`src/hw/rtl/jctg_pkg.sv`:
```
// Shared types, codes and constants of the joint cosine trajectory generator.
// No dependencies; every other RTL file of the block imports this package.
package jctg_pkg;

   localparam int JOINT_COUNT = 16;
   localparam int JOINT_AW    = (JOINT_COUNT > 1) ? $clog2(JOINT_COUNT) : 1;

   // Constants of the quarter-wave series: pi/2 and one in Q30, a quarter turn in phase units
   localparam logic [31:0] HALF_PI_Q30  = 32'd1686629713;
   localparam logic [32:0] ONE_Q30      = 33'd1073741824;
   localparam logic [14:0] QUARTER_TURN = 15'd16384;

   // Rounding divisors of the linear profile
   localparam logic [39:0] MILLI_Q30_DEN  = 40'd1073741824000;
   localparam logic [63:0] MILLI_Q30_HALF = 64'd536870912000;
   localparam logic [39:0] MILLI_DEN      = 40'd1000;
   localparam logic [63:0] MILLI_HALF     = 64'd500;

   typedef enum logic [1:0] {
      OP_START_TARGET,
      OP_START_MAG,
      OP_STOP,
      OP_UPDATE
   } op_type;

   typedef enum logic [1:0] {
      MODE_RAMP,
      MODE_SINE,
      MODE_LINEAR,
      MODE_NONE
   } mode_type;

   typedef enum logic [1:0] {
      DEN_HALF,
      DEN_ONE,
      DEN_MILLI_Q30,
      DEN_MILLI
   } den_type;

   typedef enum logic [3:0] {
      ST_IDLE,
      ST_LOAD,
      ST_DECIDE,
      ST_PHASE,
      ST_QX,
      ST_QX2,
      ST_QT,
      ST_QTD,
      ST_TRIG,
      ST_SCALE,
      ST_ROUND,
      ST_APPLY,
      ST_RESP
   } state_type;

   // Write beat into the joint store
   typedef struct packed {
      logic                base;    // start time, start position, velocity
      logic                prof;    // magnitude and period
      logic                tpos;    // target position
      logic [JOINT_AW-1:0] idx;
      logic [31:0]         time_v;
      logic [31:0]         spos;
      logic [31:0]         mag;
      logic [15:0]         per;
      logic [31:0]         tpos_v;
      logic [31:0]         tvel;
   } store_wr_type;

   typedef struct packed {
      logic [31:0] time_v;
      logic [31:0] spos;
      logic [31:0] mag;
      logic [15:0] per;
      logic [31:0] tpos;
      logic [31:0] tvel;
   } record_type;

   // Divisor (2k)(2k+1) of Taylor term k, with k = sel + 1
   function automatic logic [39:0] taylor_div(input logic [1:0] sel);
      logic [39:0] d;
      case (sel)
         2'd0:    d = 40'd6;
         2'd1:    d = 40'd20;
         2'd2:    d = 40'd42;
         default: d = 40'd72;
      endcase
      return d;
   endfunction

endpackage

```
`src/hw/rtl/jctg_joint_store.sv`:
```
// Per-joint trajectory records with reset values, one write beat per cycle.
// Depends on jctg_pkg.
module jctg_joint_store
   import jctg_pkg::*;
(
   input  logic                clock,
   input  logic                reset,
   input  store_wr_type        wr,
   input  logic [JOINT_AW-1:0] rd_idx,
   output record_type          rd
);

   logic [31:0] time_ff [JOINT_COUNT];
   logic [31:0] spos_ff [JOINT_COUNT];
   logic [31:0] mag_ff  [JOINT_COUNT];
   logic [15:0] per_ff  [JOINT_COUNT];
   logic [31:0] tpos_ff [JOINT_COUNT];
   logic [31:0] tvel_ff [JOINT_COUNT];

   // Reset records to zero with a period of one, write the addressed joint
   always_ff @(posedge clock) begin
      if (reset) begin
         for (int j = 0; j < JOINT_COUNT; j++) begin
            time_ff[j] <= 32'd0;
            spos_ff[j] <= 32'd0;
            mag_ff[j]  <= 32'd0;
            per_ff[j]  <= 16'd1;
            tpos_ff[j] <= 32'd0;
            tvel_ff[j] <= 32'd0;
         end
      end else begin
         if (wr.base) begin
            time_ff[wr.idx] <= wr.time_v;
            spos_ff[wr.idx] <= wr.spos;
            tvel_ff[wr.idx] <= wr.tvel;
         end
         if (wr.prof) begin
            mag_ff[wr.idx] <= wr.mag;
            per_ff[wr.idx] <= wr.per;
         end
         if (wr.tpos) begin
            tpos_ff[wr.idx] <= wr.tpos_v;
         end
      end
   end

   // Read the addressed joint
   always_comb begin
      rd.time_v = time_ff[rd_idx];
      rd.spos   = spos_ff[rd_idx];
      rd.mag    = mag_ff[rd_idx];
      rd.per    = per_ff[rd_idx];
      rd.tpos   = tpos_ff[rd_idx];
      rd.tvel   = tvel_ff[rd_idx];
   end

endmodule

```
`config.mk`:
```
export PLATFORM = sky130hd
export DESIGN_NAME = jctg_joint_store
export DESIGN_NICKNAME = d
export VERILOG_FILES = /design/src/hw/rtl/jctg_pkg.sv /design/src/hw/rtl/jctg_joint_store.sv
export SDC_FILE = /design/constraint.sdc
export NUM_CORES = 2
export LEC_CHECK = 0
export BUFFER_PORTS_ARGS = -buffer_cell sky130_fd_sc_hd__buf_2
export CAP_MARGIN = 10
export CORE_AREA = 2 2 400 799
export DETAILED_ROUTE_END_ITERATION = 7
export DIE_AREA = 0 0 402 801
export PLACE_DENSITY = 0.53
export SLEW_MARGIN = 20
export SYNTH_ARGS = -nofsm -noshare
export SYNTH_HDL_FRONTEND = slang
export SYNTH_SLANG_ARGS = --single-unit
```
`constraint.sdc`:
```
create_clock -name clock -period 3.5 [get_ports clock]
set_input_delay 0.175 -clock clock [delete_from_list [all_inputs] [get_ports clock]]
set_output_delay 0.175 -clock clock [all_outputs]
set_load 0.02 [all_outputs]
```
# After elaboration in Yosys (flattened, before gate mapping)
# Memory sizes are Yosys's and may differ from the RTL's.
# Cells that the tools add are included.
totals:
  ff_bits: 0
  mem_bits_rw: 2816
  in_bits: 189
  out_inout_bits: 176
  word_cells: 41
  memories: 6
op_classes:
  n_mux: 29
  n_reduce_logical: 6
memory_table:
  columns: ["memory", "words", "width", "read_ports", "rd_clocked_by_memory_dff", "wr", "line_no", "source"]
  rows:
  - ["mag_ff", 16, 32, 1, 0, 16, "jctg_joint_store.sv:15", "logic [31:0] mag_ff [JOINT_COUNT];"]
  - ["spos_ff", 16, 32, 1, 0, 16, "jctg_joint_store.sv:14", "logic [31:0] spos_ff [JOINT_COUNT];"]
  - ["time_ff", 16, 32, 1, 0, 16, "jctg_joint_store.sv:13", "logic [31:0] time_ff [JOINT_COUNT];"]
  - ["tpos_ff", 16, 32, 1, 0, 16, "jctg_joint_store.sv:17", "logic [31:0] tpos_ff [JOINT_COUNT];"]
  - ["tvel_ff", 16, 32, 1, 0, 16, "jctg_joint_store.sv:18", "logic [31:0] tvel_ff [JOINT_COUNT];"]
  - ["per_ff", 16, 16, 1, 0, 16, "jctg_joint_store.sv:16", "logic [15:0] per_ff [JOINT_COUNT];"]
ops:
  columns: ["cell", "n"]
  rows:
  - ["2-to-1 mux 32 bit", 5]
  - ["OR reduction 32 bit", 5]
  - ["2-to-1 mux 4 bit", 6]
  - ["2-to-1 mux 1 bit", 17]
  - ["2-to-1 mux 16 bit", 1]
  - ["OR reduction 16 bit", 1]

# Depth between registers and ports, before layout
logic_depth:
  word_depth: 5
  mapped_depth: 9

# Worst setup path after synthesis
# Ideal clock, no wire load.
synth_path:
  path_type: "input-to-reg"
  startpoint: "input port wr[176] (netlist name)"
  endpoint: "memory spos_ff[13][0], enable pin"
  t_arrival_ps: 2483
  required_time_ps: 3086
  slack_ps: 604
  stages: 6
  path_buffers: 2
  cell_sequence: "buf_2 > nor2b_1 > nand3_1 > nor2_1 > clkbuf_1 > or2_2"
synth_rtl:
  columns: ["item", "line_no", "source"]
  rows:
  - ["start: declaration", "jctg_joint_store.sv:8", "input store_wr_type wr,"]
  - ["end: declaration", "jctg_joint_store.sv:14", null]

==> flow_metrics.tcl <==
set metrics [dict create \
    synth_edf_count 2816 \
    relSlewSlack_pct 32.38 \
    grt_pass1_vias 73622 \
    dp_cells 11559 \
    synthTopCellsByArea "edfxtp_1, mux4_2, and2_1" \
    via_per_inst 5.629 \
    initial_core_util_pct 39.85 \
    numClockSinks 2816 \
    slew_viol_final 0 \
    endpoint_kind "output pin" \
    die_w_um 402 \
    yosysTopAreaCell "edfxtp_1" \
    slowest_delay_ns 0.55 \
    final_nets 8084 \
    min_period_over_period_pct 83.81 \
    hold_class "in -> reg" \
    cpMostUsedCell "buf_12" \
    synth_common_cells "edfxtp_1, and2_1, mux4_2, clkbuf_1, buf_2" \
    cts_tree "done" \
    ys_types 24 \
    drc 0 \
    period_minus_slack_ns 2.933 \
    synth.cell_area_um2 125800 \
    setup_violations 0 \
    max_cap_viol_count 0 \
    nFillCells 27452 \
    hold_viol_final 0 \
    ys_seq_area_share_pct 67.23 \
    crit_chain "buf_8 -> buf_12 -> buf_12 -> mux4_2 -> mux2i_1 -> a21oi_1 -> buf_2" \
    yosysWarningCount 0 \
    worstPathRequired_ns 3.32 \
    detail-route-antenna-nets 0 \
    firstDrtPassIters 5 \
    p_leak_nw 49.56 \
    place_congestion 0.7807 \
    tns_ns 0 \
    postSynthAreaPerCell_um2 16.80 \
    cp_data_arrival_time_ns 2.76 \
    cts_buffer_depth 4 \
    grt_pass1_wl_mm 566.8 \
    clock.fmax_ghz 0.3409 \
    rsz0062_at_grt "false" \
    clkTransAtPathRegs_ns 0.06 \
    placementRows 292 \
    cp-start-kind "input port" \
    synth_seq_cells 2816 \
    core_um2 315700 \
    numCtsBuffers 274 \
    drt_iter0_drc 6096 \
    drive_above_1_share_pct 23.75 \
    dr_total_vias 68830 \
    antenna_found_initial 54 \
    peakVddDrop_mv 0.4074 \
    port-buffer-count 364 \
    root_buffer "clkbuf_16" \
    async_reset_ff_share_pct 0 \
    wl_per_cell_um 33.11 \
    dp_hpwl_mm 221.0 \
    synthCells 7488 \
    ys.flop_type "edfxtp_1" \
    die_area_um2 322000 \
    worst_pin_slew_ns 1.014 \
    fp.dieH_um 801 \
    synth_nets 7677 \
    power.density_nw_per_um2 520.8 \
    worstPathMaxFanout 28 \
    timing.final.ws_setup_ns 0.5665 \
    grt_max_degree 97 \
    wl_mm 404.8 \
    finish.utilization_pct 45.69 \
    power_mw 75.11 \
    gr-total-overflow 0 \
    crit_slowest_cell "mux4_2" \
    area_growth_pct 14.67 \
    io_pins 365 \
    finalNonFillerCells 12228 \
    status "finished clean" \
    min_path_cells 2 \
    grt_usage_pct 24.93 \
    synth_top_area_share_pct 67.23 \
    synth_most_common_cell "edfxtp_1" \
    h-tree-depth 5 \
    pre_cts_ws_ns 0.5334 \
    worstSetupPathType "in -> out" \
]
-- layout by cell type (no fill, tap or decap), drive strengths merged, types with 14 or more instances in the layout --
master	instances
buf	648
diode	31
nor2	44
mux2i	61
clkinv	96
clkbuf	339
and2	2800
dlygate4sd3	176
a211oi	45
or2	48
nor2b	49
edfxtp	2816
a21oi	49
mux4	823
or3	14
nand2	16
-- path summary, 6_finish.rpt --
check       from        endpoint  slack, ns
min        reset  tpos_ff[10][2]       0.13
max    rd_idx[0]         rd[143]       0.57
-- per-layer routing --
layer / up-vias / GRT usage (%) / part of all wire, %
li1: 28577 / - / -
met1: 37296 / 30.27 / 38
met2: 2364 / 46.03 / 54
met3: 563 / 3.691 / 6.0
met4: 30 / 6.277 / 2.5
met5: - / 0 / 0.042
-- per-stage QoR --
stage	hold WS, ns	instance area, um2
floorplan	0.3544	125800
global placement	0.6241	134200
detailed placement	0.6368	134200
CTS	0.02953	144200
global route	0.09761	144200
finish	0.1272	144200
-- cell families (layout without fill, tap and decap cells) --
group                  Yosys count  in the layout  share of synthesized area, %
AO/OA/AOI/OAI                  106            106                        0.5392
buffers and inverters          694           1287                         2.259
flip-flops                    2816           2816                         67.23
multiplexers                   884            884                         15.22
other                            0             31                             0
AND/OR/NAND/NOR               2988           2988                         14.75
-- timing repair --
action,in CTS,in global routing
gates resized for setup,0,0
endpoints found under the hold margin,2816,0
hold buffers,176,0
setup buffers,0,0
-- state kept, by name (all words and copies together), names as in the netlist --
name / flops
tvel_ff: 512
tpos_ff: 512
time_ff: 512
mag_ff: 512
per_ff: 256
spos_ff: 512
-- power breakdown --
group	internal [mW]	total (mW)	switching [mW]
Combinational	2.74	6.90	4.17
Sequential	39.0	39.5	0.500
Clock	15.5	28.7	13.2
Total	57.2	75.1	17.9
-- worst max-delay path: cells and delay by family --
kind / cells / cell delay (ns)
buffers and inverters: 4 / 1.24
multiplexers: 2 / 0.87
AO/OA/AOI/OAI: 1 / 0.36
-- cell type report --
cell class                      count  area [um2]  share of cell area (%)
Sequential cell                  2816       84560                   58.63
Multi-Input combinational cell   3978       38820                   26.92
Timing Repair Buffer              824        7391                   5.124
Clock buffer                      339        7186                   4.982
Tap cell                         4116        5150                   3.571
Clock inverter                    123        1031                  0.7148
Antenna cell                       31       77.57                 0.05379
Inverter                            1       11.26                0.007808
(Power assumes the default switching activity.)
