File: config.mk
export PLATFORM = sky130hd
export DESIGN_NAME = jctg_mul_serial
export DESIGN_NICKNAME = d
export VERILOG_FILES = /design/src/hw/rtl/jctg_pkg.sv /design/src/hw/rtl/jctg_mul_serial.sv
export SDC_FILE = /design/constraint.sdc
export NUM_CORES = 1
export LEC_CHECK = 0
export BUFFER_PORTS_ARGS = -buffer_cell sky130_fd_sc_hd__buf_4
export CORE_MARGIN = 1.5
export CORE_UTILIZATION = 40
export DETAILED_ROUTE_END_ITERATION = 10
export GPL_ROUTABILITY_DRIVEN = 0
export PLACE_DENSITY_LB_ADDON = 0.08
export SYNTH_ARGS = -nofsm -noshare
export SYNTH_HDL_FRONTEND = slang
export SYNTH_SLANG_ARGS = --single-unit
File: constraint.sdc
create_clock -name clock -period 3.9 [get_ports clock]
set_clock_uncertainty 0.2 [all_clocks]
set_input_delay 0.195 -clock clock [delete_from_list [all_inputs] [get_ports clock]]
set_output_delay 0.195 -clock clock [all_outputs]
set_load 0.05 [all_outputs]
File: src/hw/rtl/jctg_pkg.sv
// Shared types, codes and constants of the joint cosine trajectory generator.
// No dependencies; every other RTL file of the block imports this package.
package jctg_pkg;

   localparam int JOINT_COUNT = 16;
   localparam int JOINT_AW    = (JOINT_COUNT > 1) ? $clog2(JOINT_COUNT) : 1;

   // Constants of the quarter-wave series: pi/2 and one in Q30, a quarter turn in phase units
   localparam logic [31:0] HALF_PI_Q30  = 32'd1686629713;
   localparam logic [32:0] ONE_Q30      = 33'd1073741824;
   localparam logic [14:0] QUARTER_TURN = 15'd16384;

   // Rounding divisors of the linear profile
   localparam logic [39:0] MILLI_Q30_DEN  = 40'd1073741824000;
   localparam logic [63:0] MILLI_Q30_HALF = 64'd536870912000;
   localparam logic [39:0] MILLI_DEN      = 40'd1000;
   localparam logic [63:0] MILLI_HALF     = 64'd500;

   typedef enum logic [1:0] {
      OP_START_TARGET,
      OP_START_MAG,
      OP_STOP,
      OP_UPDATE
   } op_type;

   typedef enum logic [1:0] {
      MODE_RAMP,
      MODE_SINE,
      MODE_LINEAR,
      MODE_NONE
   } mode_type;

   typedef enum logic [1:0] {
      DEN_HALF,
      DEN_ONE,
      DEN_MILLI_Q30,
      DEN_MILLI
   } den_type;

   typedef enum logic [3:0] {
      ST_IDLE,
      ST_LOAD,
      ST_DECIDE,
      ST_PHASE,
      ST_QX,
      ST_QX2,
      ST_QT,
      ST_QTD,
      ST_TRIG,
      ST_SCALE,
      ST_ROUND,
      ST_APPLY,
      ST_RESP
   } state_type;

   // Write beat into the joint store
   typedef struct packed {
      logic                base;    // start time, start position, velocity
      logic                prof;    // magnitude and period
      logic                tpos;    // target position
      logic [JOINT_AW-1:0] idx;
      logic [31:0]         time_v;
      logic [31:0]         spos;
      logic [31:0]         mag;
      logic [15:0]         per;
      logic [31:0]         tpos_v;
      logic [31:0]         tvel;
   } store_wr_type;

   typedef struct packed {
      logic [31:0] time_v;
      logic [31:0] spos;
      logic [31:0] mag;
      logic [15:0] per;
      logic [31:0] tpos;
      logic [31:0] tvel;
   } record_type;

   // Divisor (2k)(2k+1) of Taylor term k, with k = sel + 1
   function automatic logic [39:0] taylor_div(input logic [1:0] sel);
      logic [39:0] d;
      case (sel)
         2'd0:    d = 40'd6;
         2'd1:    d = 40'd20;
         2'd2:    d = 40'd42;
         default: d = 40'd72;
      endcase
      return d;
   endfunction

endpackage

File: src/hw/rtl/jctg_mul_serial.sv
// Shift-add multiplier, one multiplier bit per cycle, 32 x 32 -> 64 unsigned.
// Depends on jctg_pkg.
module jctg_mul_serial
   import jctg_pkg::*;
(
   input  logic        clock,
   input  logic        reset,
   input  logic        start,
   input  logic [31:0] a,
   input  logic [31:0] b,
   output logic        done,
   output logic [63:0] prod
);

   logic        run_ff, run_in;
   logic        done_ff, done_in;
   logic [4:0]  cnt_ff, cnt_in;
   logic [31:0] a_ff, a_in;
   logic [63:0] prod_ff, prod_in;
   logic [32:0] sum;

   // Control registers
   always_ff @(posedge clock) begin
      if (reset) begin
         run_ff  <= 1'b0;
         done_ff <= 1'b0;
      end else begin
         run_ff  <= run_in;
         done_ff <= done_in;
      end
   end

   // Operand and product shift register
   always_ff @(posedge clock) begin
      cnt_ff  <= cnt_in;
      a_ff    <= a_in;
      prod_ff <= prod_in;
   end

   // Add multiplicand into the upper half, shift one bit right
   always_comb begin
      run_in  = run_ff;
      done_in = 1'b0;
      cnt_in  = cnt_ff;
      a_in    = a_ff;
      prod_in = prod_ff;
      sum     = {1'b0, prod_ff[63:32]} + {1'b0, (prod_ff[0] ? a_ff : 32'd0)};
      if (start) begin
         a_in    = a;
         prod_in = {32'd0, b};
         cnt_in  = 5'd0;
         run_in  = 1'b1;
      end else if (run_ff) begin
         prod_in = {sum, prod_ff[31:1]};
         cnt_in  = cnt_ff + 5'd1;
         if (cnt_ff == 5'd31) begin
            run_in  = 1'b0;
            done_in = 1'b1;
         end
      end
   end

   assign done = done_ff;
   assign prod = prod_ff;

endmodule

==> Yosys cells after proc, flatten, opt, wreduce, memory -nomap -nowiden <==
Index checks and enable logic that the tools add are counted.
{ "totals": {"out_inout_bits": 65, "wordCells": 19, "reg_bits": 103, "in_bits": 67} }
{ "op_classes": {"bitwise": 1, "add_sub_neg": 2, "n_mux": 7, "n_reduce_logical": 2, "n_eq_ne": 1} }
{ "op_table": {"columns": ["op", "n"], "rows": [
  ["two-way mux 32 bit", 3],
  ["adder 32 x 32 -> 33 bit", 1],
  ["adder 5 x 1 -> 5 bit (second input constant)", 1],
  ["equality test 5 bit (second input constant)", 1],
  ["two-way mux 1 bit", 4],
  ["OR reduction 3 bit", 1],
  ["nonzero test 2 bit", 1],
  ["NOT 1 bit", 1]
]} }

==> Logic depth before layout (Yosys ltp) <==
{ "logic_depth": {"ltp_word": 4, "mapped_depth": 11, "ltp_nobuf": 10} }

==> Worst setup path after synthesis <==
OpenSTA, ideal clock, no wires.
{ "synth_timing": {"path_kind": "register to register", "from": "register prod_ff[0] (netlist: prod[0])", "to": "register prod_ff[55] (netlist: prod[55])", "required_time_ps": 3583, "path_slack_ps": 616, "path_buffers": 1, "period_less_slack_ps": 3284, "path_stages_with_launch": 11, "arrival_ps": 2967, "setup_time_ps": 117, "path_cell_list": "edfxtp_1 -> clkbuf_1 -> and2_1 -> fa_1 -> a21o_1 -> a221oi_2 -> o21a_2 -> o211a_4 -> a211oi_4 -> or3_1 -> a32o_1"} }
{ "synth_via": {"elab_chain_cells": 2} }
{ "synth_rtl": {"columns": ["element", "line", "source"], "rows": [
  ["start: declaration", "jctg_mul_serial.sv:19", "logic [63:0] prod_ff, prod_in;"],
  ["start signal: assignment", "jctg_mul_serial.sv:37", "prod_ff <= prod_in;"],
  ["two-way mux 32 bit", "jctg_mul_serial.sv:47", "sum = {1'b0, prod_ff[63:32]} + {1'b0, (prod_ff[0] ? a_ff : 32'd0)};"],
  ["adder 32 x 32 -> 33 bit", "jctg_mul_serial.sv:47", null]
]} }
Every way passes these cells.
A chain may end at the register's enable or synchronous reset.

==> Final worst setup path <==
Same ends and word-level chain as after synthesis.

==> results_dict.tcl <==
set metrics [dict create \
    status "finished, final reports clean" \
    die_w_um 123 \
    ff2ff_path_depth 10 \
    fill_cells 1241 \
    firstDrtPassIters 5 \
    dpl.hpwl_mm 10.4 \
    num_rows 43 \
    maxCapViolCount 0 \
    final_common_cell "buf_4" \
    final_hold_viol_count 0 \
    yosysWarnings 0 \
    vias 4855 \
    hp-start "start" \
    clk_pin_slew_worst_paths_ns 0.07 \
    finalPower_uw 3080 \
    r2r_end "prod[55]$_SDFFE_PP0P_" \
    utilization 0.562 \
    drt_iter0_markers 199 \
    synth_area_um2 5750 \
    path_buf_inv 0 \
    viasPerCell 5.25 \
    dp_cells 843 \
    ios 132 \
    hold_class "primary input to register" \
    area_delta_synth_final_pct 36.3 \
    worstPathMaxFanout 21 \
    power.density_nw_per_um2 393 \
    rsz0062_at_grt "no" \
    critPathLaunchType "register" \
    htree_levels 3 \
    drcViolationCount 0 \
    grt_usage 0.201 \
    cp.required_ns 3.95 \
    rrSetupSlack_ns 0.38 \
    max_slew_margin 0.446 \
    syn-instance-count 552 \
    ir_worst_vdd_uv 255 \
    cpLargestDelayFamily "compound AO/OA/AOI/OAI gates" \
    power.leakage_uw 0.00332 \
    antenna_found_initial 0 \
    portBuffers 131 \
    min_path_cells 2 \
    cts_root_buf "clkbuf_16" \
    fin_cells 924 \
    ant_nets 0 \
    synth_ff_type "edfxtp_1" \
    grt_overflow 0 \
    yosysUniqueCellTypes 58 \
    grt_max_degree 44 \
    grt_pass1_vias 4809 \
    drt-wirelength-per-cell_um 16.1 \
    start_util 0.412 \
    fin_tns_setup_ns 0 \
    max_freq_mhz 284 \
    cts_inserted_buffers 9 \
    numClockSinks 103 \
    insertion_delay_ns 0.36 \
    cp_num_cells 10 \
    period_share 0.903 \
    cts_resized 0 \
    crit_type "register to register" \
    endpoint_kind "register" \
    path_cells "and2_1, ha_1, fa_1, a21o_1, a221oi_2, o21a_2, o211a_4, a211oi_4, or3_1, a32o_1" \
    antenna_cells 0 \
    mostFrequentLayoutCells "buf_4, dlygate4sd3_1, edfxtp_1" \
    post_route_cells_drive_above_1_share 0.261 \
    clk_path_buf_depth 2 \
    async_flop_share 0 \
    layout_min_cycle_time_ns 3.52 \
    grt_pass1_wl_mm 23.3 \
    finalWirelength_mm 14.9 \
    die_h_um 123 \
    tightestPinTransition_ns 0.831 \
    slowest_stage "edfxtp_1" \
    setup_viol 0 \
    syn_area_per_cell_um2 10.4 \
    cts_setup_buffers 0 \
    fin_nets 841 \
    worstPathArrival_ns 3.57 \
    die-area_um2 15100 \
    syn_nets 654 \
    cts_tree "yes" \
    ys_seq_area_frac 0.470 \
    holdPathEnd "cnt_ff[0]$_SDFFE_PP0P_" \
    slowest_delay_ns 0.66 \
    slew_viol_final 0 \
    core_area_um2 13900 \
    synth-edff-count 64 \
    r2r_start "prod[0]$_DFFE_PP_" \
    ys_ff_latch 103 \
]
worst max-delay path by stage:
stage,start,endpoint,slack (ns)
floorplan,prod[0]$_DFFE_PP_,prod[55]$_SDFFE_PP0P_,0.62
global placement,prod[0]$_DFFE_PP_,prod[55]$_SDFFE_PP0P_,0.44
global route,prod[0]$_DFFE_PP_,prod[55]$_SDFFE_PP0P_,0.18
detailed placement,prod[0]$_DFFE_PP_,prod[55]$_SDFFE_PP0P_,0.39
CTS,prod[0]$_DFFE_PP_,prod[55]$_SDFFE_PP0P_,0.35
finish,prod[0]$_DFFE_PP_,prod[55]$_SDFFE_PP0P_,0.38
per-stage QoR:
stage | hold WS, ns | instance area (um^2) | worst slack (ns)
2_1_floorplan | 0.0674 | 5750 | 0.616
3_3_place_gp | 0.168 | 6900 | 0.443
3_5_place_dp | 0.174 | 6900 | 0.385
4_1_cts | 0.0975 | 7830 | 0.347
5_1_grt | 0.121 | 7830 | 0.182
6_report | 0.103 | 7830 | 0.380
state kept, by name, indices dropped and copies added (netlist names):
register / count
cnt_ff: 5
a_ff: 32
done: 1
run_ff: 1
prod: 64
metal layers:
metal / share of wire / global-route usage / routed length, um / vias up
li1: - / - / - / 2406
met1: 0.45 / 0.251 / 6640 / 2312
met2: 0.48 / 0.337 / 7190 / 116
met3: 0.053 / 0.0655 / 791 / 21
met4: 0.016 / 0.0501 / 233 / 0
met5: 0 / 0 / 0 / -
logic make-up (layout without fill, tap and decap cells):
logic type / after synthesis / count (layout) / synth area share
XOR/XNOR: 22 / 22 / 0.0335
multiplexers: 49 / 49 / 0.0923
flip-flops: 103 / 103 / 0.470
AND/OR/NAND/NOR: 172 / 172 / 0.146
adder cells (fa/ha/maj): 35 / 35 / 0.0775
buffers and inverters: 39 / 231 / 0.0263
AO/OA/AOI/OAI: 132 / 132 / 0.154
repair_timing:
| action | CTS | global route |
|---|---|---|
| hold endpoints to repair | 66 | 0 |
| hold buffers | 65 | 0 |
| setup endpoints to repair | 0 | 0 |
cell type report:
class | count | area, um^2 | area share
clock inverters | 7 | 56.3 | 0.00719
well taps | 180 | 225 | 0.0288
multi-input cells | 410 | 2890 | 0.369
flip-flops and latches | 103 | 2700 | 0.345
repair buffers | 203 | 1690 | 0.215
inverters | 12 | 45.0 | 0.00575
clock buffers | 9 | 225 | 0.0288
where the power goes:
group          leakage, uW  switching, uW  internal [uW]  total, uW
sequential        0.000953           60.0           1260       1320
clock             0.000137            435            442        877
combinational      0.00223            532            343        875
synthesized netlist by cell type, drive strengths merged (2+ instances only):
cell type / n / area (um^2)
a221oi: 2 / 23.8
nor3: 11 / 55.1
a21o: 10 / 75.1
ha: 34 / 425
a31o: 2 / 17.5
o211ai: 6 / 45.0
inv: 12 / 45.0
xor2: 12 / 105
or4: 2 / 15.0
nand2b: 3 / 18.8
nor2b: 2 / 12.5
buf: 8 / 35.0
a221o: 2 / 20.0
and2: 35 / 219
a211oi: 6 / 57.6
clkbuf: 19 / 71.3
nand4: 9 / 56.3
o31ai: 2 / 20.0
o2111ai: 2 / 17.5
and3: 6 / 37.5
o21bai: 9 / 67.6
o22ai: 2 / 12.5
nand2: 41 / 154
o21ai: 30 / 150
xnor2: 10 / 87.6
mux2i: 17 / 170
nor2: 47 / 179
o21a: 3 / 23.8
a21oi: 41 / 209
dfxtp: 39 / 781
mux2: 32 / 360
edfxtp: 64 / 1920
or3: 4 / 25.0
a32o: 4 / 40.0
nand3: 9 / 45.0
(Power assumes the default switching activity.)
