--- config.mk ---
export PLATFORM = sky130hd
export DESIGN_NAME = jctg_div_serial
export DESIGN_NICKNAME = d
export VERILOG_FILES = /design/src/hw/rtl/jctg_pkg.sv /design/src/hw/rtl/jctg_div_serial.sv
export SDC_FILE = /design/constraint.sdc
export NUM_CORES = 1
export LEC_CHECK = 0
export BUFFER_PORTS_ARGS = -buffer_cell sky130_fd_sc_hd__buf_2
export CORE_MARGIN = 5
export CORE_UTILIZATION = 25
export DETAILED_ROUTE_END_ITERATION = 6
export GPL_TIMING_DRIVEN = 1
export PLACE_DENSITY = 0.49
export REMOVE_ABC_BUFFERS = 1
export SYNTH_ARGS = -nofsm -noshare
export SYNTH_HDL_FRONTEND = slang
export SYNTH_SLANG_ARGS = --single-unit
export TNS_END_PERCENT = 20
--- constraint.sdc ---
create_clock -name clock -period 3.94 [get_ports clock]
set_clock_uncertainty 0.2 [all_clocks]
set_input_delay 0.591 -clock clock [delete_from_list [all_inputs] [get_ports clock]]
set_output_delay 0.591 -clock clock [all_outputs]
set_load 0.05 [all_outputs]
--- src/hw/rtl/jctg_pkg.sv ---
// Shared types, codes and constants of the joint cosine trajectory generator.
// No dependencies; every other RTL file of the block imports this package.
package jctg_pkg;

   localparam int JOINT_COUNT = 16;
   localparam int JOINT_AW    = (JOINT_COUNT > 1) ? $clog2(JOINT_COUNT) : 1;

   // Constants of the quarter-wave series: pi/2 and one in Q30, a quarter turn in phase units
   localparam logic [31:0] HALF_PI_Q30  = 32'd1686629713;
   localparam logic [32:0] ONE_Q30      = 33'd1073741824;
   localparam logic [14:0] QUARTER_TURN = 15'd16384;

   // Rounding divisors of the linear profile
   localparam logic [39:0] MILLI_Q30_DEN  = 40'd1073741824000;
   localparam logic [63:0] MILLI_Q30_HALF = 64'd536870912000;
   localparam logic [39:0] MILLI_DEN      = 40'd1000;
   localparam logic [63:0] MILLI_HALF     = 64'd500;

   typedef enum logic [1:0] {
      OP_START_TARGET,
      OP_START_MAG,
      OP_STOP,
      OP_UPDATE
   } op_type;

   typedef enum logic [1:0] {
      MODE_RAMP,
      MODE_SINE,
      MODE_LINEAR,
      MODE_NONE
   } mode_type;

   typedef enum logic [1:0] {
      DEN_HALF,
      DEN_ONE,
      DEN_MILLI_Q30,
      DEN_MILLI
   } den_type;

   typedef enum logic [3:0] {
      ST_IDLE,
      ST_LOAD,
      ST_DECIDE,
      ST_PHASE,
      ST_QX,
      ST_QX2,
      ST_QT,
      ST_QTD,
      ST_TRIG,
      ST_SCALE,
      ST_ROUND,
      ST_APPLY,
      ST_RESP
   } state_type;

   // Write beat into the joint store
   typedef struct packed {
      logic                base;    // start time, start position, velocity
      logic                prof;    // magnitude and period
      logic                tpos;    // target position
      logic [JOINT_AW-1:0] idx;
      logic [31:0]         time_v;
      logic [31:0]         spos;
      logic [31:0]         mag;
      logic [15:0]         per;
      logic [31:0]         tpos_v;
      logic [31:0]         tvel;
   } store_wr_type;

   typedef struct packed {
      logic [31:0] time_v;
      logic [31:0] spos;
      logic [31:0] mag;
      logic [15:0] per;
      logic [31:0] tpos;
      logic [31:0] tvel;
   } record_type;

   // Divisor (2k)(2k+1) of Taylor term k, with k = sel + 1
   function automatic logic [39:0] taylor_div(input logic [1:0] sel);
      logic [39:0] d;
      case (sel)
         2'd0:    d = 40'd6;
         2'd1:    d = 40'd20;
         2'd2:    d = 40'd42;
         default: d = 40'd72;
      endcase
      return d;
   endfunction

endpackage

--- src/hw/rtl/jctg_div_serial.sv ---
// Restoring divider, one quotient bit per cycle, 64-bit dividend, 40-bit divisor.
// Depends on jctg_pkg.
module jctg_div_serial
   import jctg_pkg::*;
(
   input  logic        clock,
   input  logic        reset,
   input  logic        start,
   input  logic [63:0] dividend,
   input  logic [39:0] divisor,
   output logic        done,
   output logic [63:0] quotient
);

   logic        run_ff, run_in;
   logic        done_ff, done_in;
   logic [5:0]  cnt_ff, cnt_in;
   logic [39:0] den_ff, den_in;
   logic [39:0] rem_ff, rem_in;
   logic [63:0] quo_ff, quo_in;
   logic [40:0] trial;
   logic [40:0] diff;

   // Control registers
   always_ff @(posedge clock) begin
      if (reset) begin
         run_ff  <= 1'b0;
         done_ff <= 1'b0;
      end else begin
         run_ff  <= run_in;
         done_ff <= done_in;
      end
   end

   // Remainder and quotient shift registers
   always_ff @(posedge clock) begin
      cnt_ff <= cnt_in;
      den_ff <= den_in;
      rem_ff <= rem_in;
      quo_ff <= quo_in;
   end

   // Shift in one dividend bit, subtract where the divisor fits
   always_comb begin
      run_in  = run_ff;
      done_in = 1'b0;
      cnt_in  = cnt_ff;
      den_in  = den_ff;
      rem_in  = rem_ff;
      quo_in  = quo_ff;
      trial   = {rem_ff, quo_ff[63]};
      diff    = trial - {1'b0, den_ff};
      if (start) begin
         den_in = divisor;
         rem_in = 40'd0;
         quo_in = dividend;
         cnt_in = 6'd0;
         run_in = 1'b1;
      end else if (run_ff) begin
         if (!diff[40]) begin
            rem_in = diff[39:0];
         end else begin
            rem_in = trial[39:0];
         end
         quo_in = {quo_ff[62:0], ~diff[40]};
         cnt_in = cnt_ff + 6'd1;
         if (cnt_ff == 6'd63) begin
            run_in  = 1'b0;
            done_in = 1'b1;
         end
      end
   end

   assign done     = done_ff;
   assign quotient = quo_ff;

endmodule

Word-level counts from Yosys, hierarchy flattened:

Index checks and enable logic that the tools add are counted.

* bitwise operators: 2
* add/sub/neg operators: 2
* reductions and logical operators: 2
* mux-type cells: 7
* eq/ne operators: 1

Operator list (number)
* 2-to-1 mux 64 bit: 2
* subtractor 41 x 40 -> 41 bit: 1
* 2-to-1 mux 40 bit: 1
* adder 6 x 1 -> 6 bit, second input constant: 1
* == test 6 bit, second input constant: 1
* 2-to-1 mux 1 bit: 4
* OR reduction 3 bit: 1
* inverter 1 bit: 2
* nonzero test 2 bit: 1

* flip-flop bits (word level): 152
* logic and storage cells: 20
* bits of input ports: 107
* output and inout port bits: 65

Depth between registers and ports, before layout:

* word-level depth: 4
* gate-level depth with buffers: 13
* depth with buffers taken out: 11

Worst setup path after synthesis:

Ideal clock, no wire load.

* path kind: flip-flop to flip-flop
* start point: register quo_ff[63] (netlist: quotient[63])
* end point: register rem_ff[32]
* library setup time: 0.091 ns
* arrival time: 3.228 ns
* stages on the path, launching flop included: 12
* clock period less this slack: 3.519 ns
* data required time: 3.649 ns
* slack: 0.421 ns
* path buffers: 0
* cells stage by stage: edfxtp_1 inv_1 ha_1 fa_1 nand2b_1 a21oi_1 o2111ai_1 a21o_1 a211oi_2 a211oi_2 or4_1 a311oi_1

* cells in the longest elaborated chain, start to end: 2

RTL lines
* start, declared: RTL line jctg_div_serial.sv:20 `logic [63:0] quo_ff, quo_in;`
* start signal, assigned: RTL line jctg_div_serial.sv:40 `quo_ff <= quo_in;`
* subtractor 41 x 40 -> 41 bit: RTL line jctg_div_serial.sv:52 `diff = trial - {1'b0, den_ff};`
* 2-to-1 mux 40 bit: RTL line jctg_div_serial.sv:60 `if (!diff[40]) begin`
* end signal, assigned: RTL line jctg_div_serial.sv:39 `rem_ff <= rem_in;`
* end, declared: RTL line jctg_div_serial.sv:19 `logic [39:0] rem_ff, rem_in;`

No other way between the ends.
A chain may end at the register's enable or synchronous reset.

Worst setup path in the final report:

* start point: register quo_ff[63] (netlist: quotient[63])
* end point: register rem_ff[37]

Same word-level chain as after synthesis.

==> results.txt <==
The worst min-delay path startpoint was reset. By area the synthesized netlist is led by edfxtp_1 37%, dfxtp_1 11%, mux2_2 8.4%, ha_1 6.0%, nand2_1 4.0%. Worst min-delay path category: in2reg. Prior to clock tree synthesis, the placed netlist has a worst setup slack of 196.9 ps. Critical path start-end classification: reg2reg.

The final antenna diode count came out at 0. The post-synthesis to final-layout area growth works out to 23.57%. The fraction of final layout cells with drive strength greater than 1 is 0.2915.

The end-of-flow core utilization is 0.3144. For the power share of the sequential group, the log shows 0.387. The tools report the effective utilization at floorplan as 0.2544.

The initial antenna violation count was 4; the final number of max-transition violations was 0. The smallest clock period supported by the final layout is computed as 3729 ps. Detailed placement ended at an HPWL of 17180 um. In this run the horizontal extent of the chip is 195.0 um. Setup repair after global routing left no endpoint under its margin. The run gives 0 as the number of nets with antenna violations after routing. STA classifies the critical path startpoint as a flip-flop. After detailed routing, the number of remaining DRC violations is 0. Row generation in the floorplan step produced 67 rows.

A synthesized cell averages 10.34 um2. Number of flops mapped to enable cells by yosys: 104. The overall via count from detail_route was 6920; the maximum level of the CTS H-tree was 4. The worst register-to-register path has a depth of 12. The tree built by TritonCTS fans out to 152 sinks. The share of the synthesized area in the top cell type is 0.3651, and the reported leakage power is 4.360 nW. The critical register-to-register path endpoint was rem_ff[37]. The run gives 3.367 mW as the internal power component. The biggest area contributor in the post-synthesis netlist is edfxtp_1. Average wire per cell in the routed design: 16.54 um. STA classifies the critical path endpoint as a flip-flop. The logs give 0.4485 for the relative slew slack and 0 for the final count of negative-setup-slack endpoints. The vertical extent of the die is 195.0 um, and the number of iterations in the first detailed-routing pass is 4. After detailed routing, the number of vias per cell comes to 4.763. Max-cap violations in this run came to 0.

The analysis attributes to net switching a power of 1.716 mW. The prevailing post-synth register cell was edfxtp_1. Counting every instance in the synthesized netlist gives 827. The number of hold-slack violations in the final timing report was 0; the power density relative to cell area was 480.9 mW/mm2.

In this run the standard cell core region covers 0.03362 mm2. For the highest clock frequency the design can meet, the log shows 268.2 MHz. The number of synthesized register bits is 152, and the number of placed I/O pins is 172.

Post-synthesis async set-or-reset flop share: 0. Along the worst path, the maximum fanout reaches 26. The congestion estimate from routability-driven global placement came to 0.8099. The count of input and output buffers is 171, and the number of CTS-inserted buffers is 17. The tools report the fraction of power consumed by combinational cells as 0.276. Number of buffers on the longest clock path: 2. For the number of nets in the layout, the log shows 1141.

The most critical setup path has its endpoint at rem_ff[37]. The logs give 0.03801 mm2 for the die area and 306 for the iteration-0 DRC count of the detailed router. The setup check on the worst reg-to-reg path leaves a slack of 210 ps. The worst register-to-register path begins at quotient[63].

At the later pin of the worst-skew pair, clock insertion delay measures 430 ps. The flow ran to the end, and the final reports show no timing, DRC or antenna violations. CTS placed an instance of clkbuf_16 at the clock tree root. For the share of synthesized area occupied by flip-flops and latches, the log shows 0.4775.

The required time at the worst-slack endpoint is 4070 ps. Overall routed net length: 24030 um. The worst path meets setup with 211.1 ps of slack. The run gives 7083 as the number of global-route vias before repair. The logs give 38730 um for the first-pass GRT wire length and 5.083 mW for the overall power after layout. At the pin with the least slew margin, the transition time is 827.2 ps. For the relative contribution of the clock network to total power, the log shows 0.338. TritonCTS built the clock tree. The run gives 0 as the count of hold buffers inserted by post-cts repair.

Entering global routing, the biggest net connects 149 pins. Worst setup path startpoint: quotient[63]. The clock transition time at the flip-flop clock pins of the worst setup and hold paths was 60 ps. The post-route clock period utilization was 0.9464. The count of different cell masters after synthesis was 71. The post-cts sizing count was 0; the overall global routing resource usage was 0.1257. The peak supply drop was 277.7 uV; the cell area after technology mapping was 0.008553 mm2. The switching share of power is 0.3376, and the number of buffers added for setup after CTS is 0.

For the overall overflow remaining after global route, the log shows 0. The logs give 3860 ps for the arrival time at the worst endpoint and 0 for the synthesis warning total.
critical path: stages, from the launching register on:
cell and delay, ps:
edfxtp_1 340, inv_1 50, ha_1 220, fa_1 380, nand2b_1 210, a21oi_2 200, o2111ai_1 220, a21o_1 310
a211oi_4 330, a211oi_4 80, buf_4 270, or4b_1 540, a311oi_1 260
synthesized netlist by cell type (all sizes together) (3+ instances only):
master   count
ha          41
nor2b        5
o31ai        6
nand3       13
a2111oi      3
nand3b       8
a211oi      10
o2111ai      5
o21ai       31
nand2       92
or3          5
nor2        63
clkbuf      26
a311oi      33
mux2        64
buf         14
o211ai       5
and3         7
inv         50
a21oi       47
nand2b       5
xor2        13
o41ai        3
nor4b        3
edfxtp     104
nor3        19
mux2i        4
nor4         4
dfxtp       48
nor3b        4
or4          6
a21boi       4
xnor2       11
nand4       10
a21o        21
o21a         6
sequential cells by signal, indices dropped and copies added (netlist names):
| signal | flops |
|---|---|
| cnt_ff | 6 |
| den_ff | 40 |
| done | 1 |
| quotient | 64 |
| rem_ff | 40 |
| run_ff | 1 |
how the worst min path moves through the flow:
stage,to,depth (start not counted)
floorplan,cnt_ff[5],2
global placement,cnt_ff[5],2
detailed placement,cnt_ff[5],2
CTS,run_ff,2
global route,den_ff[24],1
finish,run_ff,2
final cells by class:
type	instances	area, um2
Clock buffer	18	429.2
Multi-Input combinational cell	584	4133
Clock inverter	14	170.2
Tap cell	448	560.5
Fill cell	3473	23050
Sequential cell	152	4085
Inverter	51	191.4
Timing Repair Buffer	186	999.7
power groups by stage:
stage / Combinational (mW) / Clock (mW) / Sequential, mW
6_report: 1.40 / 1.72 / 1.97
5_1_grt: 1.54 / 1.85 / 1.98
4_1_cts: 1.41 / 1.78 / 1.97
3_5_place_dp: 1.40 / 0 / 2.00
3_3_place_gp: 1.40 / 0 / 2.00
2_1_floorplan: 0.724 / 0 / 2.24
per-layer routing:
layer	share of wire	track usage
met2	0.46	0.2012
met1	0.46	0.1624
met4	0.011	0.02974
met5	0.0020	0
met3	0.071	0.04605
per-stage QoR:
step                hold WS [ps]  std cells  setup TNS (ps)  instance area (um2)
finish                     128.4       1453               0                10570
global route               103.8       1453               0                10570
CTS                        97.40       1453               0                10560
detailed placement         279.3       1421               0                 9958
global placement           269.7       1421               0                 9958
floorplan                  247.7        787          -33610                 8387
placed cells by master, fill, tap and decap left out, types with 5 or more instances in the layout:
cell	count
ha_1	41
nand4_1	10
clkbuf_16	17
nand3_1	13
nand2_1	91
or4_1	6
nor2_1	63
a21o_1	20
nand2b_1	5
or3_1	5
edfxtp_1	104
inv_1	50
xnor2_1	11
buf_4	13
o31ai_1	6
mux2_2	64
a21oi_1	45
dfxtp_1	47
nor2b_1	5
and3_1	6
a211oi_1	8
buf_2	170
nand3b_1	8
o21a_1	6
a311oi_1	33
o2111ai_1	5
xor2_1	13
o21ai_1	10
o21ai_0	21
nor3_1	18
inv_6	5
kinds of logic (layout without fill, tap and decap cells):
family          after synthesis  after routing  synth area share
flops                       152            152            0.4775
compound gates              198            198            0.1635
xor+xnor                     24             24           0.02458
simple gates                252            252            0.1413
mux                          68             68           0.08894
fa+ha+maj                    42             42           0.06232
buf+inv                      91            269           0.04184
Power figures use the tool's default switching activity.
